`src/design/clr_pkg.sv`:
```
`default_nettype none
package clr_pkg;

    localparam int LINE_DEPTH = 256;
    localparam int ADDR_W     = (LINE_DEPTH > 1) ? $clog2(LINE_DEPTH) : 1;

    localparam int JQ_DEPTH = 4;
    localparam int JQ_PW    = $clog2(JQ_DEPTH);
    localparam int OQ_DEPTH = 4;
    localparam int OQ_PW    = $clog2(OQ_DEPTH);

    localparam logic [1:0] CMD_RX    = 2'd0;
    localparam logic [1:0] CMD_READ  = 2'd1;
    localparam logic [1:0] CMD_CLEAR = 2'd2;

    localparam logic [7:0] BYTE_CR = 8'h0d;
    localparam logic [7:0] BYTE_LF = 8'h0a;

    // one classified transaction handed from the front to the back
    typedef struct packed {
        logic              wr;
        logic              rd;
        logic [ADDR_W-1:0] addr;
        logic [7:0]        data;
        logic              done;
        logic              cr;
        logic [7:0]        len;
    } t_job;

    typedef struct packed {
        logic       done;
        logic       cr;
        logic [7:0] len;
        logic [7:0] rbyte;
    } t_result;

endpackage
`default_nettype wire

```
`src/design/crlf_line_receiver_unit.sv`:
```
// a transaction passes the job queue, the read stage and the result queue before its result is out
// throughput: one transaction per cycle while neither queue stalls, set by the single store port in the back end
// a 4-entry queue between front and back and a 4-entry result queue absorb stalls
// reset is synchronous and active low: clears line status, fill count and both queues
// the line store itself is not cleared and holds stale bytes until written
`default_nettype none
module crlf_line_receiver_unit (
    input  wire logic       i_clk,
    input  wire logic       i_rst_n,
    input  wire logic       i_push,
    output logic            o_full,
    input  wire logic [1:0] i_cmd,
    input  wire logic [7:0] i_rx_byte,
    input  wire logic [7:0] i_read_index,
    input  wire logic       i_pop,
    output logic            o_empty,
    output logic            o_line_done,
    output logic            o_cr_pending,
    output logic [7:0]      o_line_length,
    output logic [7:0]      o_read_byte
);

    logic             job_push;
    clr_pkg::t_job    front_job;
    logic             q_valid;
    clr_pkg::t_job    q_job;
    logic             q_pop;
    clr_pkg::t_result result;

    clr_front u_front (
        .i_clk        (i_clk),
        .i_rst_n      (i_rst_n),
        .i_push       (i_push),
        .i_cmd        (i_cmd),
        .i_rx_byte    (i_rx_byte),
        .i_read_index (i_read_index),
        .i_q_full     (o_full),
        .o_job_push   (job_push),
        .o_job        (front_job)
    );

    clr_job_queue u_queue (
        .i_clk   (i_clk),
        .i_rst_n (i_rst_n),
        .i_push  (job_push),
        .i_job   (front_job),
        .o_full  (o_full),
        .o_valid (q_valid),
        .o_job   (q_job),
        .i_pop   (q_pop)
    );

    clr_back u_back (
        .i_clk       (i_clk),
        .i_rst_n     (i_rst_n),
        .i_job_valid (q_valid),
        .i_job       (q_job),
        .o_job_pop   (q_pop),
        .i_pop       (i_pop),
        .o_empty     (o_empty),
        .o_result    (result)
    );

    assign o_line_done   = result.done;
    assign o_cr_pending  = result.cr;
    assign o_line_length = result.len;
    assign o_read_byte   = result.rbyte;

endmodule
`default_nettype wire

```
`src/design/clr_front.sv`:
```
`default_nettype none
module clr_front (
    input  wire logic          i_clk,
    input  wire logic          i_rst_n,
    input  wire logic          i_push,
    input  wire logic [1:0]    i_cmd,
    input  wire logic [7:0]    i_rx_byte,
    input  wire logic [7:0]    i_read_index,
    input  wire logic          i_q_full,
    output logic               o_job_push,
    output clr_pkg::t_job      o_job
);

    logic                       r_done;
    logic                       r_cr;
    logic [clr_pkg::ADDR_W-1:0] r_fill;
    logic                       n_done;
    logic                       n_cr;
    logic [clr_pkg::ADDR_W-1:0] n_fill;
    logic                       accept;

    assign accept     = i_push & ~i_q_full;
    assign o_job_push = accept;

    always_comb begin
        n_done     = r_done;
        n_cr       = r_cr;
        n_fill     = r_fill;
        o_job.wr   = 1'b0;
        o_job.rd   = 1'b0;
        o_job.addr = r_fill;
        o_job.data = i_rx_byte;
        case (i_cmd)
            clr_pkg::CMD_RX: begin
                if (!r_done) begin
                    if (r_cr) begin
                        if (i_rx_byte == clr_pkg::BYTE_LF) begin
                            n_done = 1'b1;
                        end else begin
                            // broken terminator restarts the line
                            n_cr   = 1'b0;
                            n_fill = '0;
                        end
                    end else if (i_rx_byte == clr_pkg::BYTE_CR) begin
                        n_cr = 1'b1;
                    end else begin
                        o_job.wr = 1'b1;
                        if (r_fill == clr_pkg::ADDR_W'(clr_pkg::LINE_DEPTH - 1)) begin
                            n_fill = '0;
                        end else begin
                            n_fill = r_fill + 1'b1;
                        end
                    end
                end
            end
            clr_pkg::CMD_READ: begin
                o_job.rd   = (32'(i_read_index) < clr_pkg::LINE_DEPTH);
                o_job.addr = clr_pkg::ADDR_W'(i_read_index);
            end
            clr_pkg::CMD_CLEAR: begin
                n_done = 1'b0;
                n_cr   = 1'b0;
                n_fill = '0;
            end
            default: begin
            end
        endcase
        o_job.done = n_done;
        o_job.cr   = n_cr;
        o_job.len  = 8'(n_fill);
    end

    always_ff @(posedge i_clk) begin
        if (!i_rst_n) begin
            r_done <= 1'b0;
            r_cr   <= 1'b0;
            r_fill <= '0;
        end else if (accept) begin
            r_done <= n_done;
            r_cr   <= n_cr;
            r_fill <= n_fill;
        end
    end

endmodule
`default_nettype wire

```
`src/design/clr_job_queue.sv`:
```
`default_nettype none
module clr_job_queue (
    input  wire logic          i_clk,
    input  wire logic          i_rst_n,
    input  wire logic          i_push,
    input  wire clr_pkg::t_job i_job,
    output logic               o_full,
    output logic               o_valid,
    output clr_pkg::t_job      o_job,
    input  wire logic          i_pop
);

    clr_pkg::t_job              r_q [clr_pkg::JQ_DEPTH];
    logic [clr_pkg::JQ_PW-1:0]  r_wp;
    logic [clr_pkg::JQ_PW-1:0]  r_rp;
    logic [clr_pkg::JQ_PW:0]    r_cnt;
    logic                       do_push;
    logic                       do_pop;

    assign o_full  = (r_cnt == (clr_pkg::JQ_PW + 1)'(clr_pkg::JQ_DEPTH));
    assign o_valid = (r_cnt != '0);
    assign o_job   = r_q[r_rp];
    assign do_push = i_push & ~o_full;
    assign do_pop  = i_pop & o_valid;

    always_ff @(posedge i_clk) begin
        if (!i_rst_n) begin
            r_wp  <= '0;
            r_rp  <= '0;
            r_cnt <= '0;
        end else begin
            if (do_push) r_wp <= r_wp + 1'b1;
            if (do_pop) r_rp <= r_rp + 1'b1;
            case ({do_push, do_pop})
                2'b10:   r_cnt <= r_cnt + 1'b1;
                2'b01:   r_cnt <= r_cnt - 1'b1;
                default: r_cnt <= r_cnt;
            endcase
        end
    end

    always_ff @(posedge i_clk) begin
        if (do_push) r_q[r_wp] <= i_job;
    end

endmodule
`default_nettype wire

```
`src/design/clr_back.sv`:
```
`default_nettype none
module clr_back (
    input  wire logic          i_clk,
    input  wire logic          i_rst_n,
    input  wire logic          i_job_valid,
    input  wire clr_pkg::t_job i_job,
    output logic               o_job_pop,
    input  wire logic          i_pop,
    output logic               o_empty,
    output clr_pkg::t_result   o_result
);

    logic [7:0]                r_store [clr_pkg::LINE_DEPTH];
    logic [7:0]                r_rdata;
    logic                      r_s1_valid;
    logic                      r_s1_rd;
    logic                      r_s1_done;
    logic                      r_s1_cr;
    logic [7:0]                r_s1_len;

    clr_pkg::t_result          r_oq [clr_pkg::OQ_DEPTH];
    logic [clr_pkg::OQ_PW-1:0] r_oq_wp;
    logic [clr_pkg::OQ_PW-1:0] r_oq_rp;
    logic [clr_pkg::OQ_PW:0]   r_oq_cnt;
    logic                      take;
    logic                      oq_pop;
    clr_pkg::t_result          s1_result;

    // credit check counts the transaction still in the read stage
    assign take      = i_job_valid &&
                       ((32'(r_oq_cnt) + 32'(r_s1_valid)) < clr_pkg::OQ_DEPTH);
    assign o_job_pop = take;
    assign o_empty   = (r_oq_cnt == '0);
    assign oq_pop    = i_pop & ~o_empty;
    assign o_result  = r_oq[r_oq_rp];

    always_comb begin
        s1_result.done  = r_s1_done;
        s1_result.cr    = r_s1_cr;
        s1_result.len   = r_s1_len;
        s1_result.rbyte = r_s1_rd ? r_rdata : 8'd0;
    end

    always_ff @(posedge i_clk) begin
        if (take && i_job.wr) r_store[i_job.addr] <= i_job.data;
        if (take && i_job.rd) r_rdata <= r_store[i_job.addr];
    end

    always_ff @(posedge i_clk) begin
        if (take) begin
            r_s1_rd   <= i_job.rd;
            r_s1_done <= i_job.done;
            r_s1_cr   <= i_job.cr;
            r_s1_len  <= i_job.len;
        end
        if (r_s1_valid) r_oq[r_oq_wp] <= s1_result;
    end

    always_ff @(posedge i_clk) begin
        if (!i_rst_n) begin
            r_s1_valid <= 1'b0;
            r_oq_wp    <= '0;
            r_oq_rp    <= '0;
            r_oq_cnt   <= '0;
        end else begin
            r_s1_valid <= take;
            if (r_s1_valid) r_oq_wp <= r_oq_wp + 1'b1;
            if (oq_pop) r_oq_rp <= r_oq_rp + 1'b1;
            case ({r_s1_valid, oq_pop})
                2'b10:   r_oq_cnt <= r_oq_cnt + 1'b1;
                2'b01:   r_oq_cnt <= r_oq_cnt - 1'b1;
                default: r_oq_cnt <= r_oq_cnt;
            endcase
        end
    end

endmodule
`default_nettype wire

```
`config.mk`:
```
export PLATFORM = sky130hd
export DESIGN_NAME = crlf_line_receiver_unit
export DESIGN_NICKNAME = d
export VERILOG_FILES = /design/src/design/clr_pkg.sv /design/src/design/crlf_line_receiver_unit.sv /design/src/design/clr_front.sv /design/src/design/clr_job_queue.sv /design/src/design/clr_back.sv
export SDC_FILE = /design/constraint.sdc
export NUM_CORES = 2
export LEC_CHECK = 0
export BUFFER_PORTS_ARGS = -buffer_cell sky130_fd_sc_hd__buf_2
export CAP_MARGIN = 20
export CORE_UTILIZATION = 60
export CTS_CLUSTER_DIAMETER = 80
export CTS_CLUSTER_SIZE = 30
export DETAILED_ROUTE_END_ITERATION = 10
export GPL_TIMING_DRIVEN = 0
export PLACE_DENSITY = 0.76
export SYNTH_ARGS = -nofsm -noshare
export SYNTH_HDL_FRONTEND = slang
export SYNTH_HIERARCHICAL = 1
export SYNTH_SLANG_ARGS = --single-unit
```
`constraint.sdc`:
```
create_clock -name i_clk -period 10.43 [get_ports i_clk]
set_input_delay 0.5215 -clock i_clk [delete_from_list [all_inputs] [get_ports i_clk]]
set_output_delay 0.5215 -clock i_clk [all_outputs]
set_load 0.005 [all_outputs]
```
==> run metrics <==
First-pass DRT Iterations 6; Num CTS Buffers 93; Final min period 6282 ps; slew of the pin with the lowest slew margin 1274 ps; deepest clock path buffer count 3; cell repeated most along the worst path clkbuf_1; worst-skew pair later-pin latency 770 ps; Fin Setup TNS 0 ps; # setup viols final 0; Die Span X 383.9 um; initial antenna violation count 14; CP max stage delay 1010 ps; clock share of power 18.2%; syn nets 4,063; simple-gate share of the synthesized area 2.099%; Layout Skew 58.35 ps; Design Area, Final 93,680 um^2; dominant cell by count in the synthesized netlist edfxtp_1; peak ir drop on the vdd network 243.0 uV; crit end category flip-flop; xor/xnor share of the synthesized area 0.09008%; critical path's top delay family buffers and inverters; number of synthesized register bits 2,280; Placed Instances 5,995; largest family of logic cells by synthesized area multiplexers; top-area cell type share of the netlist area 77.25%; port bufs 39; CP max FO 10; Die H 383.9 um; Avg WL per Cell 35.36 um; gr ovfl total 0; ys async rst share 0%; Hold-fix buffers, CTS 0; Ys Warns 6; CP arrival 6660 ps; max cap viols 0; CP max-delay cell nor2_1; top post-synthesis cells by area edfxtp_1, mux4_2, a22oi_1, nor2_1, a21oi_1; post-synthesis sequential area ratio 77.91%; global-route wire length before repair 306,700 um; Max Freq 159.2 MHz; IO Pins 42; syn_area_per_cell 21.72 um^2; post-cts resize count 0; drt drc 0; number of synthesized flops with an enable pin 2,251; Comb pwr share 35.1%; postcts setup bufs 0; count of cell types in the netlist 63; total power 24.98 mW; DR iter-0 viols 6,967; Final Non-Filler Cells 6,152; total track usage 29.89%; outcome finished clean; post-synthesis cell count 4,028; PwrDens 266.6 nW/um^2; Critical Path RT 10,800 ps; Compound-Gate Fraction of Synth Area 3.689%; RSZ-0062 raised after global routing false; Int Power 16.39 mW; share of cells above drive strength 1 20.51%; NetSw 8.585 mW; vias 43.42k; final hold viol count 0; number of global-route vias before repair 42.28k; drt total wl 217,600 um; Placed Area 90,750 um^2; switching share of power 34.38%; Syn Std Cell Area 87,500 um^2; fin. max-slew vios 0; Leak Pwr 27.89 nW; Tcrit/Tclk final 60.23%; post-synth top area cell edfxtp_1; Initial Util 60.69%; multiplexer share of the synthesized area 14.52%; FP Rows 139; Placer Congestion 0.9977; Seq pwr share 46.7%; Total Nets Final 4,222; sequence of cells on the critical path buf_2 -> buf_2 -> mux4_2 -> nor2b_1 -> clkbuf_1 -> clkbuf_1 -> buf_8 -> clkbuf_1 -> nand2_1 -> clkbuf_2 -> nor2_1; Clock Sinks 2,280; Via-to-Cell Ratio 7.057; Post-Synth Adder-Cell Area 0.2030%; remaining antenna violation count 0; Core ar. 144,200 um^2; Slew Limit Headroom 14.88%; Reg clk slew, reported paths 100 ps; Worst Hold Class input pin to flip-flop; Synth top cells by count edfxtp_1, mux4_2, nor2_1, a22oi_1, clkbuf_1; WP buf/inv 7; number of H-tree levels 3; crit start category flip-flop; root buffer cell clkbuf_16; P&R area growth vs syn 7.058%; largest net degree at the start of global routing 100; HPWL after DPL 141,800 um; critical path class flip-flop to flip-flop; Most used DFF post-synth edfxtp_1; CTS tree done; die area 147,400 um^2
==> final timing paths <==
check | from | end | slack [ps] | cells past startpoint
hold / removal | i_cmd[1] | u_front/r_done$_SDFFE_PN0P_ | 50 | 2
hold reg to reg | u_queue/r_wp[0]$_SDFFE_PN0P_ | u_queue/r_wp[0]$_SDFFE_PN0P_ | 520 | 2
setup reg to reg | flip-flop | u_back/r_store[104][2]$_DFFE_PP_ | 4150 | 11
setup / recovery | flip-flop | u_back/r_store[104][2]$_DFFE_PP_ | 4150 | 11
==> state kept, by name, indices dropped and copies added (netlist names), 2 cells and up, named ones only <==
name	flops
u_queue/r_rp	2
u_back/r_store	2048
u_back/r_rdata	8
u_back/r_oq	72
u_back/r_oq_cnt	3
u_back/r_oq_wp	2
u_back/r_s1_len	8
u_front/r_fill	8
u_back/r_oq_rp	2
u_queue/r_cnt	3
u_queue/r_wp	2
u_queue/r_q	112
==> cell families after synthesis <==
| family | Yosys count |
|---|---|
| flip-flops | 2280 |
| AO/OA/AOI/OAI | 469 |
| multiplexers | 568 |
| XOR/XNOR | 9 |
| AND/OR/NAND/NOR | 416 |
| adder cells (fa/ha/maj) | 13 |
| buffers and inverters | 273 |
==> layer usage <==
layer	wire, um	GRT usage [%]
met2	100600	44.75
met1	76600	41.16
met3	29070	8.402
met5	126	0.06498
met4	11170	14.44
==> power by group through the flow <==
stage / sequential (mW) / combinational (mW) / clock [mW]
floorplan: 12.0 / 5.05 / 0
global placement: 12.2 / 8.08 / 0
detailed placement: 11.9 / 8.58 / 0
CTS: 11.7 / 8.61 / 4.58
global route: 11.7 / 9.07 / 4.86
finish: 11.7 / 8.78 / 4.53
==> worst reg2reg max path, stage by stage (launching register included) <==
cell	delay [ps]
dfxtp_1	310
buf_2	250
buf_2	340
mux4_2	420
nor2b_1	150
clkbuf_1	460
clkbuf_1	630
buf_8	260
clkbuf_1	440
nand2_1	780
clkbuf_2	820
nor2_1	1020
==> final cells by class <==
cell class              count  area [um^2]
diodes                      8        20.02
plain buffers             255         1252
clock buffers             117         2511
clock inverters            32        392.9
fillers                  9025        50500
inverters                  18        67.56
multi-input cells        1475        18050
flip-flops and latches   2280        68180
well taps                1903         2381
repair buffers             64        825.8
==> per-stage QoR <==
step | util, % | hold slack [ps] | setup WS [ps]
6_report | 64.97 | 54.55 | 4148
2_1_floorplan | - | 458.7 | 7137
4_1_cts | 64.96 | 8.423 | 4519
5_1_grt | 64.96 | 48.90 | 4210
3_5_place_dp | 62.95 | 488.0 | 4539
3_3_place_gp | 62.48 | 481.8 | 3772
==> cells in the final DEF (no fill, tap or decap), types with 8 or more instances in the layout <==
| master | instances |
|---|---|
| edfxtp_1 | 2251 |
| mux4_2 | 542 |
| nor2_1 | 268 |
| a22oi_1 | 257 |
| clkbuf_1 | 148 |
| a21oi_1 | 134 |
| clkbuf_16 | 96 |
| buf_2 | 86 |
| nand2_1 | 55 |
| o41ai_1 | 32 |
| dfxtp_1 | 29 |
| buf_1 | 24 |
| and2_1 | 24 |
| buf_4 | 22 |
| buf_16 | 20 |
| inv_1 | 17 |
| clkbuf_2 | 16 |
| o21ai_0 | 14 |
| buf_6 | 13 |
| nor2b_1 | 12 |
| nand4_1 | 12 |
| ha_1 | 11 |
| diode_2 | 8 |
| and3_1 | 8 |
| mux4_4 | 8 |
| mux4_1 | 8 |
(Power assumes the default switching activity.)
